`config.mk`:
```
export PLATFORM = sky130hd
export DESIGN_NAME = committed_load_history_table_flat
export DESIGN_NICKNAME = d
export VERILOG_FILES = /design/src/sv/clht_pkg.sv /design/src/sv/clht_if.sv /design/src/sv/committed_load_history_table.sv /design/src/sv/clht_victim.sv /design/src/sv/clht_table.sv /design/src/flat_wrapper.sv
export SDC_FILE = /design/constraint.sdc
export NUM_CORES = 2
export LEC_CHECK = 0
export ABC_AREA = 0
export ABC_CLOCK_PERIOD_IN_PS = 19100
export BUFFER_PORTS_ARGS = -buffer_cell sky130_fd_sc_hd__buf_2
export CAP_MARGIN = 20
export CORE_MARGIN = 3
export CORE_UTILIZATION = 46
export CTS_CLUSTER_SIZE = 12
export DETAILED_ROUTE_END_ITERATION = 7
export HOLD_SLACK_MARGIN = 0.08
export PLACE_DENSITY_LB_ADDON = 0.12
export SLEW_MARGIN = 10
export SYNTH_ARGS = -nofsm -noshare
export SYNTH_HDL_FRONTEND = slang
export SYNTH_SLANG_ARGS = --single-unit
```
`constraint.sdc`:
```
create_clock -name i_clk -period 19.1 [get_ports i_clk]
set_clock_uncertainty 0.15 [all_clocks]
set_input_delay 3.82 -clock i_clk [delete_from_list [all_inputs] [get_ports i_clk]]
set_output_delay 3.82 -clock i_clk [all_outputs]
set_load 0.02 [all_outputs]
```
`src/sv/clht_pkg.sv`:
```
`timescale 1ns / 1ps
// ----------------------------------------------------------------------------
// clht_pkg
// Shared constants, payload types and codes of the committed load history.
// ----------------------------------------------------------------------------
package clht_pkg;

    localparam int ENTRIES  = 16;
    localparam int IDX_W    = (ENTRIES > 1) ? $clog2(ENTRIES) : 1;
    localparam int LEAVES   = 1 << IDX_W;
    localparam int KIND_W   = 2;
    localparam int ADDR_W   = 38;
    localparam int LINE_OFF = 6;
    localparam int TAG_W    = ADDR_W - LINE_OFF;
    localparam int CNT_W    = 7;
    localparam int KEY_W    = CNT_W + 1;

    typedef logic [IDX_W-1:0] t_idx;
    typedef logic [TAG_W-1:0] t_tag;
    typedef logic [CNT_W-1:0] t_cnt;
    typedef logic [KEY_W-1:0] t_key;

    typedef enum logic [KIND_W-1:0] {
        KIND_INSERT = 2'd0,
        KIND_LOOKUP = 2'd1,
        KIND_INVAL  = 2'd2
    } t_kind;

    typedef struct packed {
        logic              vld;
        logic [KIND_W-1:0] kind;
        t_tag              tag;
    } t_req;

    typedef struct packed {
        logic hit;
        t_cnt distance;
    } t_rsp;

endpackage

```
`src/sv/clht_if.sv`:
```
`timescale 1ns / 1ps
// ----------------------------------------------------------------------------
// clht_if
// Valid/ready channels for request beats and result beats.
// ----------------------------------------------------------------------------
interface clht_in_if;
    logic                        valid;
    logic                        ready;
    logic [clht_pkg::KIND_W-1:0] kind;
    logic [clht_pkg::ADDR_W-1:0] line_addr;

    modport source (output valid, kind, line_addr, input ready);
    modport sink   (input valid, kind, line_addr, output ready);
endinterface

interface clht_out_if;
    logic                       valid;
    logic                       ready;
    logic                       hit;
    logic [clht_pkg::CNT_W-1:0] distance;

    modport source (output valid, hit, distance, input ready);
    modport sink   (input valid, hit, distance, output ready);
endinterface

```
`src/sv/committed_load_history_table.sv`:
```
`timescale 1ns / 1ps
// ----------------------------------------------------------------------------
// committed_load_history_table
// Associative history of committed loads: insert, fusion lookup, invalidate.
// ----------------------------------------------------------------------------
// Flow: request register, then the result register when the output can advance.
// Throughput: one beat per cycle unless the output stalls; the slot match and the age
//   compare tree finish between the request register and the result register.
// Reset: synchronous; clears all slot valid bits and the commit counter at
//   once, no clearing pass.
module committed_load_history_table (
    input  logic              i_clk,
    input  logic              i_rst_n,
    clht_in_if.sink           i_in,
    clht_out_if.source        o_out
);

    logic                        r_in_valid;
    logic [clht_pkg::KIND_W-1:0] r_kind;
    clht_pkg::t_tag              r_tag;
    logic                        r_out_valid;
    logic                        r_hit;
    clht_pkg::t_cnt              r_distance;

    logic                        adv;
    logic                        take;
    logic                        n_in_valid;
    clht_pkg::t_req              req;
    clht_pkg::t_rsp              rsp;

    assign adv        = !r_out_valid || o_out.ready;
    assign i_in.ready = !r_in_valid || adv;
    assign take       = i_in.valid && i_in.ready;
    assign n_in_valid = take || (r_in_valid && !adv);

    assign req.vld  = r_in_valid && adv;
    assign req.kind = r_kind;
    assign req.tag  = r_tag;

    clht_table u_table (
        .i_clk   (i_clk),
        .i_rst_n (i_rst_n),
        .i_req   (req),
        .o_rsp   (rsp)
    );

    always_ff @(posedge i_clk) begin
        if (!i_rst_n) begin
            r_in_valid  <= 1'b0;
            r_out_valid <= 1'b0;
        end else begin
            r_in_valid <= n_in_valid;
            if (adv) begin
                r_out_valid <= r_in_valid;
            end
        end
    end

    always_ff @(posedge i_clk) begin
        if (take) begin
            r_kind <= i_in.kind;
            r_tag  <= i_in.line_addr[clht_pkg::ADDR_W-1:clht_pkg::LINE_OFF];
        end
        if (adv) begin
            r_hit      <= rsp.hit;
            r_distance <= rsp.distance;
        end
    end

    assign o_out.valid    = r_out_valid;
    assign o_out.hit      = r_hit;
    assign o_out.distance = r_distance;

`ifndef SYNTHESIS
    a_hold_result: assert property (@(posedge i_clk) disable iff (!i_rst_n)
        (r_out_valid && !o_out.ready) |=> r_out_valid && $stable(r_hit) && $stable(r_distance))
        else $error("stalled result beat changed");
    a_no_loss: assert property (@(posedge i_clk) disable iff (!i_rst_n)
        (r_in_valid && !adv) |=> r_in_valid && $stable(r_tag) && $stable(r_kind))
        else $error("held request beat lost");
    a_hit_dist: assert property (@(posedge i_clk) disable iff (!i_rst_n)
        (r_out_valid && !r_hit) |-> r_distance == '0)
        else $error("distance set without hit");
`endif

endmodule

```
`src/sv/clht_victim.sv`:
```
`timescale 1ns / 1ps
// ----------------------------------------------------------------------------
// clht_victim
// Replacement choice: compare tree over all slots, free slots first, then
// largest age, lowest slot on ties.
// ----------------------------------------------------------------------------
module clht_victim (
    input  logic [clht_pkg::ENTRIES-1:0] i_valid,
    input  clht_pkg::t_cnt               i_age [clht_pkg::ENTRIES],
    output clht_pkg::t_idx               o_victim
);

    clht_pkg::t_key node_key [1:2*clht_pkg::LEAVES-1];
    clht_pkg::t_idx node_idx [1:2*clht_pkg::LEAVES-1];

    for (genvar i = 0; i < clht_pkg::LEAVES; i++) begin : g_leaf
        if (i < clht_pkg::ENTRIES) begin : g_real
            assign node_key[clht_pkg::LEAVES+i] = i_valid[i] ? {1'b0, i_age[i]}
                                                             : {1'b1, {clht_pkg::CNT_W{1'b0}}};
        end else begin : g_pad
            assign node_key[clht_pkg::LEAVES+i] = '0;
        end
        assign node_idx[clht_pkg::LEAVES+i] = clht_pkg::IDX_W'(i);
    end

    for (genvar k = 1; k < clht_pkg::LEAVES; k++) begin : g_node
        logic take_right;
        assign take_right  = node_key[2*k+1] > node_key[2*k];
        assign node_key[k] = take_right ? node_key[2*k+1] : node_key[2*k];
        assign node_idx[k] = take_right ? node_idx[2*k+1] : node_idx[2*k];
    end

    assign o_victim = node_idx[1];

endmodule

```
`src/sv/clht_table.sv`:
```
`timescale 1ns / 1ps
// ----------------------------------------------------------------------------
// clht_table
// Slot storage, parallel tag match, commit counter and per-beat update.
// ----------------------------------------------------------------------------
module clht_table (
    input  logic           i_clk,
    input  logic           i_rst_n,
    input  clht_pkg::t_req i_req,
    output clht_pkg::t_rsp o_rsp
);

    logic [clht_pkg::ENTRIES-1:0] r_valid;
    clht_pkg::t_tag               r_tag    [clht_pkg::ENTRIES];
    clht_pkg::t_cnt               r_commit [clht_pkg::ENTRIES];
    clht_pkg::t_cnt               r_count;

    clht_pkg::t_cnt               age [clht_pkg::ENTRIES];
    logic [clht_pkg::ENTRIES-1:0] match;
    logic                         found;
    clht_pkg::t_idx               match_idx;
    clht_pkg::t_idx               victim;
    clht_pkg::t_cnt               n_count;
    logic                         is_insert;
    logic                         is_lookup;
    logic                         is_inval;

    always_comb begin
        for (int i = 0; i < clht_pkg::ENTRIES; i++) begin
            age[i]   = r_count - r_commit[i];
            match[i] = r_valid[i] && (r_tag[i] == i_req.tag);
        end
    end

    always_comb begin
        found     = 1'b0;
        match_idx = '0;
        for (int i = clht_pkg::ENTRIES - 1; i >= 0; i--) begin
            if (match[i]) begin
                found     = 1'b1;
                match_idx = clht_pkg::IDX_W'(i);
            end
        end
    end

    clht_victim u_victim (
        .i_valid  (r_valid),
        .i_age    (age),
        .o_victim (victim)
    );

    always_comb begin
        is_insert = 1'b0;
        is_lookup = 1'b0;
        is_inval  = 1'b0;
        unique case (i_req.kind)
            clht_pkg::KIND_INSERT: is_insert = i_req.vld;
            clht_pkg::KIND_LOOKUP: is_lookup = i_req.vld;
            clht_pkg::KIND_INVAL:  is_inval  = i_req.vld;
            default: ;
        endcase
        n_count = r_count + clht_pkg::CNT_W'(1);
    end

    assign o_rsp.hit      = is_lookup && found;
    assign o_rsp.distance = (is_lookup && found) ? (r_count - r_commit[match_idx]) : '0;

    always_ff @(posedge i_clk) begin
        if (!i_rst_n) begin
            r_valid <= '0;
            r_count <= '0;
        end else begin
            if (is_insert) begin
                r_valid[victim] <= 1'b1;
                r_count         <= n_count;
            end
            if (is_lookup) begin
                r_count <= n_count;
            end
            if ((is_lookup || is_inval) && found) begin
                r_valid[match_idx] <= 1'b0;
            end
        end
    end

    always_ff @(posedge i_clk) begin
        if (is_insert) begin
            r_tag[victim]    <= i_req.tag;
            r_commit[victim] <= r_count;
        end
    end

`ifndef SYNTHESIS
    a_insert_count: assert property (@(posedge i_clk) disable iff (!i_rst_n)
        is_insert |=> r_count == clht_pkg::CNT_W'($past(r_count) + 1'b1))
        else $error("counter did not advance on insert");
    a_inval_count: assert property (@(posedge i_clk) disable iff (!i_rst_n)
        is_inval |=> $stable(r_count))
        else $error("counter moved on invalidate");
    a_hit_drop: assert property (@(posedge i_clk) disable iff (!i_rst_n)
        o_rsp.hit |=> $countones(r_valid) == $countones($past(r_valid)) - 1)
        else $error("hit did not free exactly one slot");
    a_fill: assert property (@(posedge i_clk) disable iff (!i_rst_n)
        (is_insert && !(&r_valid)) |=> $countones(r_valid) == $countones($past(r_valid)) + 1)
        else $error("insert into free slot did not fill one slot");
`endif

endmodule
```
`src/flat_wrapper.sv`:
```
// flat-port wrapper written by rule: the top's interface ports become plain ports
module committed_load_history_table_flat 
  (i_clk, i_rst_n, i_in_valid, i_in_kind, i_in_line_addr, i_in_ready, o_out_valid, o_out_hit, o_out_distance, o_out_ready);
  clht_in_if i_in_i ();
  clht_out_if o_out_i ();
  input  logic i_clk;
  input  logic i_rst_n;
  input wire logic [$bits(i_in_i.valid)-1:0] i_in_valid;
  input wire logic [$bits(i_in_i.kind)-1:0] i_in_kind;
  input wire logic [$bits(i_in_i.line_addr)-1:0] i_in_line_addr;
  output wire logic [$bits(i_in_i.ready)-1:0] i_in_ready;
  output wire logic [$bits(o_out_i.valid)-1:0] o_out_valid;
  output wire logic [$bits(o_out_i.hit)-1:0] o_out_hit;
  output wire logic [$bits(o_out_i.distance)-1:0] o_out_distance;
  input wire logic [$bits(o_out_i.ready)-1:0] o_out_ready;
  assign i_in_i.valid = i_in_valid;
  assign i_in_i.kind = i_in_kind;
  assign i_in_i.line_addr = i_in_line_addr;
  assign i_in_ready = i_in_i.ready;
  assign o_out_valid = o_out_i.valid;
  assign o_out_hit = o_out_i.hit;
  assign o_out_distance = o_out_i.distance;
  assign o_out_i.ready = o_out_ready;
  committed_load_history_table u_core (.i_clk(i_clk), .i_rst_n(i_rst_n), .i_in(i_in_i), .o_out(o_out_i));
endmodule
```
==> run_results.csv <==
group,metric,value,unit
logic_synthesis,ys_warn_count,0,
logic_synthesis,synth-seq-area-share,53.1,%
pwr,ir_drop,0.577,mV
global_route,antenna_found_initial,4,
routing,vias,25342,
routing,wirelength,104,mm
logic_synthesis,async_flop_share,0,%
logic_synthesis,synth.area.top_cells,"edfxtp_1, xor2_1, ha_1, xnor2_1, nor4_1",
critical_path,path_class,"reg2reg",
finish,fin_util,51.7,%
clock_tree,cts_buffers,78,
finish,layout-drive-gt1-share,8.46,%
routing,route.detailed.drc,0,
finish,antennaDiodeCount,0,
global_route,grt_max_degree,54,
critical_path,critPathCaptureType,"register",
clock_tree,cts_setup_buffers,0,
routing,postRouteAntennaNets,0,
sta,worstMarginPinSlew,1.06,ns
sta,finalCritPeriodShare,66.1,%
pwr,power.switching,3.43,mW
clock_tree,cts_tree,"done",
run,maxCapViolCount,0,
placed_design,portBuffers,47,
sta,rsz0062_at_grt,"no",
clock_tree,clock-root-buffer,"clkbuf_16",
finish,nNetsFinal,3627,
critical_path,slowest_delay,0.88,ns
logic_synthesis,synth_area,38600,sq um
hold_path,hold_path_class,"reg2reg",
critical_path,critPathRequiredTime,19.18,ns
finish,areaGrowthSynthToFinish,10.6,%
sta,slew_violations,0,
die,die_y,296,um
critical_path,cp_num_buf_inv,8,
global_route,grt_pass1_vias,25451,
logic_synthesis,yosys.area.top_type,"edfxtp_1",
critical_path,cpMaxStageDelayCell,"dfxtp_1",
pwr,comb_power_share,53.7,%
die,start_util,46.7,%
critical_path,cp.depth,48,
logic_synthesis,ys_ff_latch,691,
routing,drt_first_pass_iters,5,
critical_path,cpMostUsedCell,"o21ai_0",
placed_design,dp_hpwl,69.3,mm
critical_path,cp_max_fo,40,
routing,drt_iter0_markers,2109,
clock_tree,cts_resized,0,
pwr,leakagePower,16.4,nW
critical_path,crit_family,"compound AO/OA/AOI/OAI gates",
die,die_w,296,um
die,core_region_area,82600,sq um
routing,via_per_inst,5.66,
status,status,"finished, final reports clean",
critical_path,rr_worst_depth,48,
pwr,power_density,179,nW/um^2
pwr,p_int,4.21,mW
die,ios,54,
sta,timing.fmax,0.0791,GHz
clock_tree,cts.sinks,691,
global_route,grt_pass1_wl,156,mm
hold_path,hold_depth,2,
critical_path,cp-start-kind,"register",
logic_synthesis,synth_top_area_share,51.8,%
clock_tree,cts_hold_buffers,0,
logic_synthesis,synth-edff-count,666,
critical_path,cp.arrival,12.72,ns
logic_synthesis,ys_types,72,
sta,slew_headroom,28.5,%
sta,period_minus_slack,12.63,ns
clock_tree,clk_latency,0.64,ns
sta,fin_setup_tns,0,ns
sta,setup_violations,0,
placed_design,gp_congestion,0.859,
die,die-area,87500,sq um
logic_synthesis,syn_avg_cell_area,11.9,sq um
global_route,gr-usage-all-layers,23.8,%
global_route,grt-ovfl-total,0,
logic_synthesis,syn-num-nets,3532,
sta,hold_violations,0,
logic_synthesis,synth_ff_type,"edfxtp_1",
pwr,clkPwrFrac,19.1,%
clock_tree,cts.htree.levels,3,
die,num_rows,105,
logic_synthesis,synthCells,3248,
routing,route.detailed.wl_per_inst,23.3,um
pwr,seqPwrFrac,27.2,%
clock_tree,clk_pin_slew,0.06,ns
pwr,p_sw_share,44.9,%
clock_tree,cts.path.max_buffers,3,
-- Yosys cell counts, types with 17 or more instances --
| master | n |
|---|---|
| edfxtp_1 | 666 |
| xor2_1 | 383 |
| ha_1 | 223 |
| xnor2_1 | 221 |
| inv_1 | 218 |
| nand2_1 | 193 |
| nor2_1 | 156 |
| nor4_1 | 155 |
| a21oi_1 | 145 |
| nand4_1 | 86 |
| mux2i_1 | 82 |
| nand3_1 | 79 |
| a21o_1 | 75 |
| o21ai_0 | 60 |
| nor3_1 | 50 |
| nor2b_1 | 42 |
| nand2b_1 | 37 |
| buf_2 | 36 |
| clkbuf_1 | 32 |
| dfxtp_1 | 25 |
| o21a_1 | 25 |
| buf_6 | 23 |
| mux2_2 | 20 |
| buf_4 | 17 |
| fa_1 | 17 |
| o21bai_1 | 17 |
-- final timing paths --
path	from	to	slack (ns)
max	u_core.u_table.r_count[0]	u_core.u_table.r_commit[0][1]	6.47
min	u_core.r_in_valid	u_core.o_out.valid	0.40
max reg2reg	u_core.u_table.r_count[0]	u_core.u_table.r_commit[0][1]	6.47
min reg2reg	u_core.r_in_valid	u_core.o_out.valid	0.40
-- registers in the layout (all words and copies together) (netlist names), 2 cells and up --
register	cells
u_core.u_table.r_tag	512
u_core.u_table.r_commit	112
u_core.r_tag	32
u_core.u_table.r_valid	16
u_core.o_out.distance	7
u_core.u_table.r_count	7
u_core.r_kind	2
-- power groups by stage --
| stage | Clock (mW) | Sequential (mW) | Combinational [mW] |
|---|---|---|---|
| global route | 1.56 | 2.08 | 4.31 |
| global placement | 0 | 2.13 | 4.18 |
| detailed placement | 0 | 2.12 | 4.10 |
| CTS | 1.49 | 2.09 | 4.11 |
| finish | 1.46 | 2.08 | 4.10 |
| floorplan | 0 | 2.19 | 3.20 |
-- cell usage in the layout (no fill, tap or decap), types with 16 or more instances in the layout --
| cell | instances |
|---|---|
| a21oi_1 | 145 |
| a21o_1 | 75 |
| o21bai_1 | 17 |
| ha_1 | 223 |
| xor2_1 | 383 |
| mux2_2 | 20 |
| nand4_1 | 86 |
| o21ai_0 | 58 |
| o21a_1 | 25 |
| xnor2_1 | 221 |
| nand3_1 | 79 |
| clkbuf_1 | 16 |
| and3_1 | 16 |
| buf_2 | 47 |
| dfxtp_1 | 24 |
| nand2_1 | 193 |
| buf_4 | 76 |
| mux2i_1 | 82 |
| fa_1 | 17 |
| edfxtp_1 | 666 |
| inv_1 | 218 |
| clkbuf_16 | 78 |
| nor4_1 | 155 |
| nor2_1 | 148 |
| nor3_1 | 42 |
| clkinv_1 | 16 |
| nor2b_1 | 42 |
| nand2b_1 | 37 |
-- cells by family after synthesis --
group | count (synthesis) | synth area share (%)
mux | 102 | 2.71
flops | 691 | 53.1
xor+xnor | 604 | 13.7
compound gates | 396 | 6.50
buf+inv | 328 | 3.92
simple gates | 887 | 12.0
fa+ha+maj | 240 | 8.10
-- cell type report --
cell class | count | area (sq um)
Clock buffer | 96 | 2040
Clock inverter | 45 | 465
Fill cell | 7162 | 39900
Inverter | 218 | 818
Multi-Input combinational cell | 2229 | 16700
Sequential cell | 691 | 20500
Tap cell | 1070 | 1340
Timing Repair Buffer | 125 | 846
-- per-layer routing --
metal,GRT usage (%),share of wire (%),vias to the layer above
met3,2.88,4.7,152
met5,0,0.012,-
li1,-,-,11961
met4,6.79,2.8,2
met2,39.7,47,670
met1,33.0,45,12557
-- metrics by stage --
step / area (sq um) / setup slack, ns / total power, mW / hold WS (ns) / std cells
after floorplan: 38600 / 5.74 / 5.39 / 0.336 / 3248
after global placement: 40200 / 5.99 / 6.31 / 0.354 / 4326
after detailed placement: 40200 / 6.24 / 6.21 / 0.392 / 4327
after CTS: 42700 / 6.24 / 7.69 / 0.402 / 4468
after global routing: 42700 / 5.46 / 7.94 / 0.446 / 4474
final: 42700 / 6.47 / 7.64 / 0.403 / 4474
-- worst min-delay path: stages, from the launching register on --
cell     delay, ns
dfxtp_1       0.34
nor2_1        0.12
nor2_1        0.04
No activity file was read; power rests on OpenSTA's default activity.
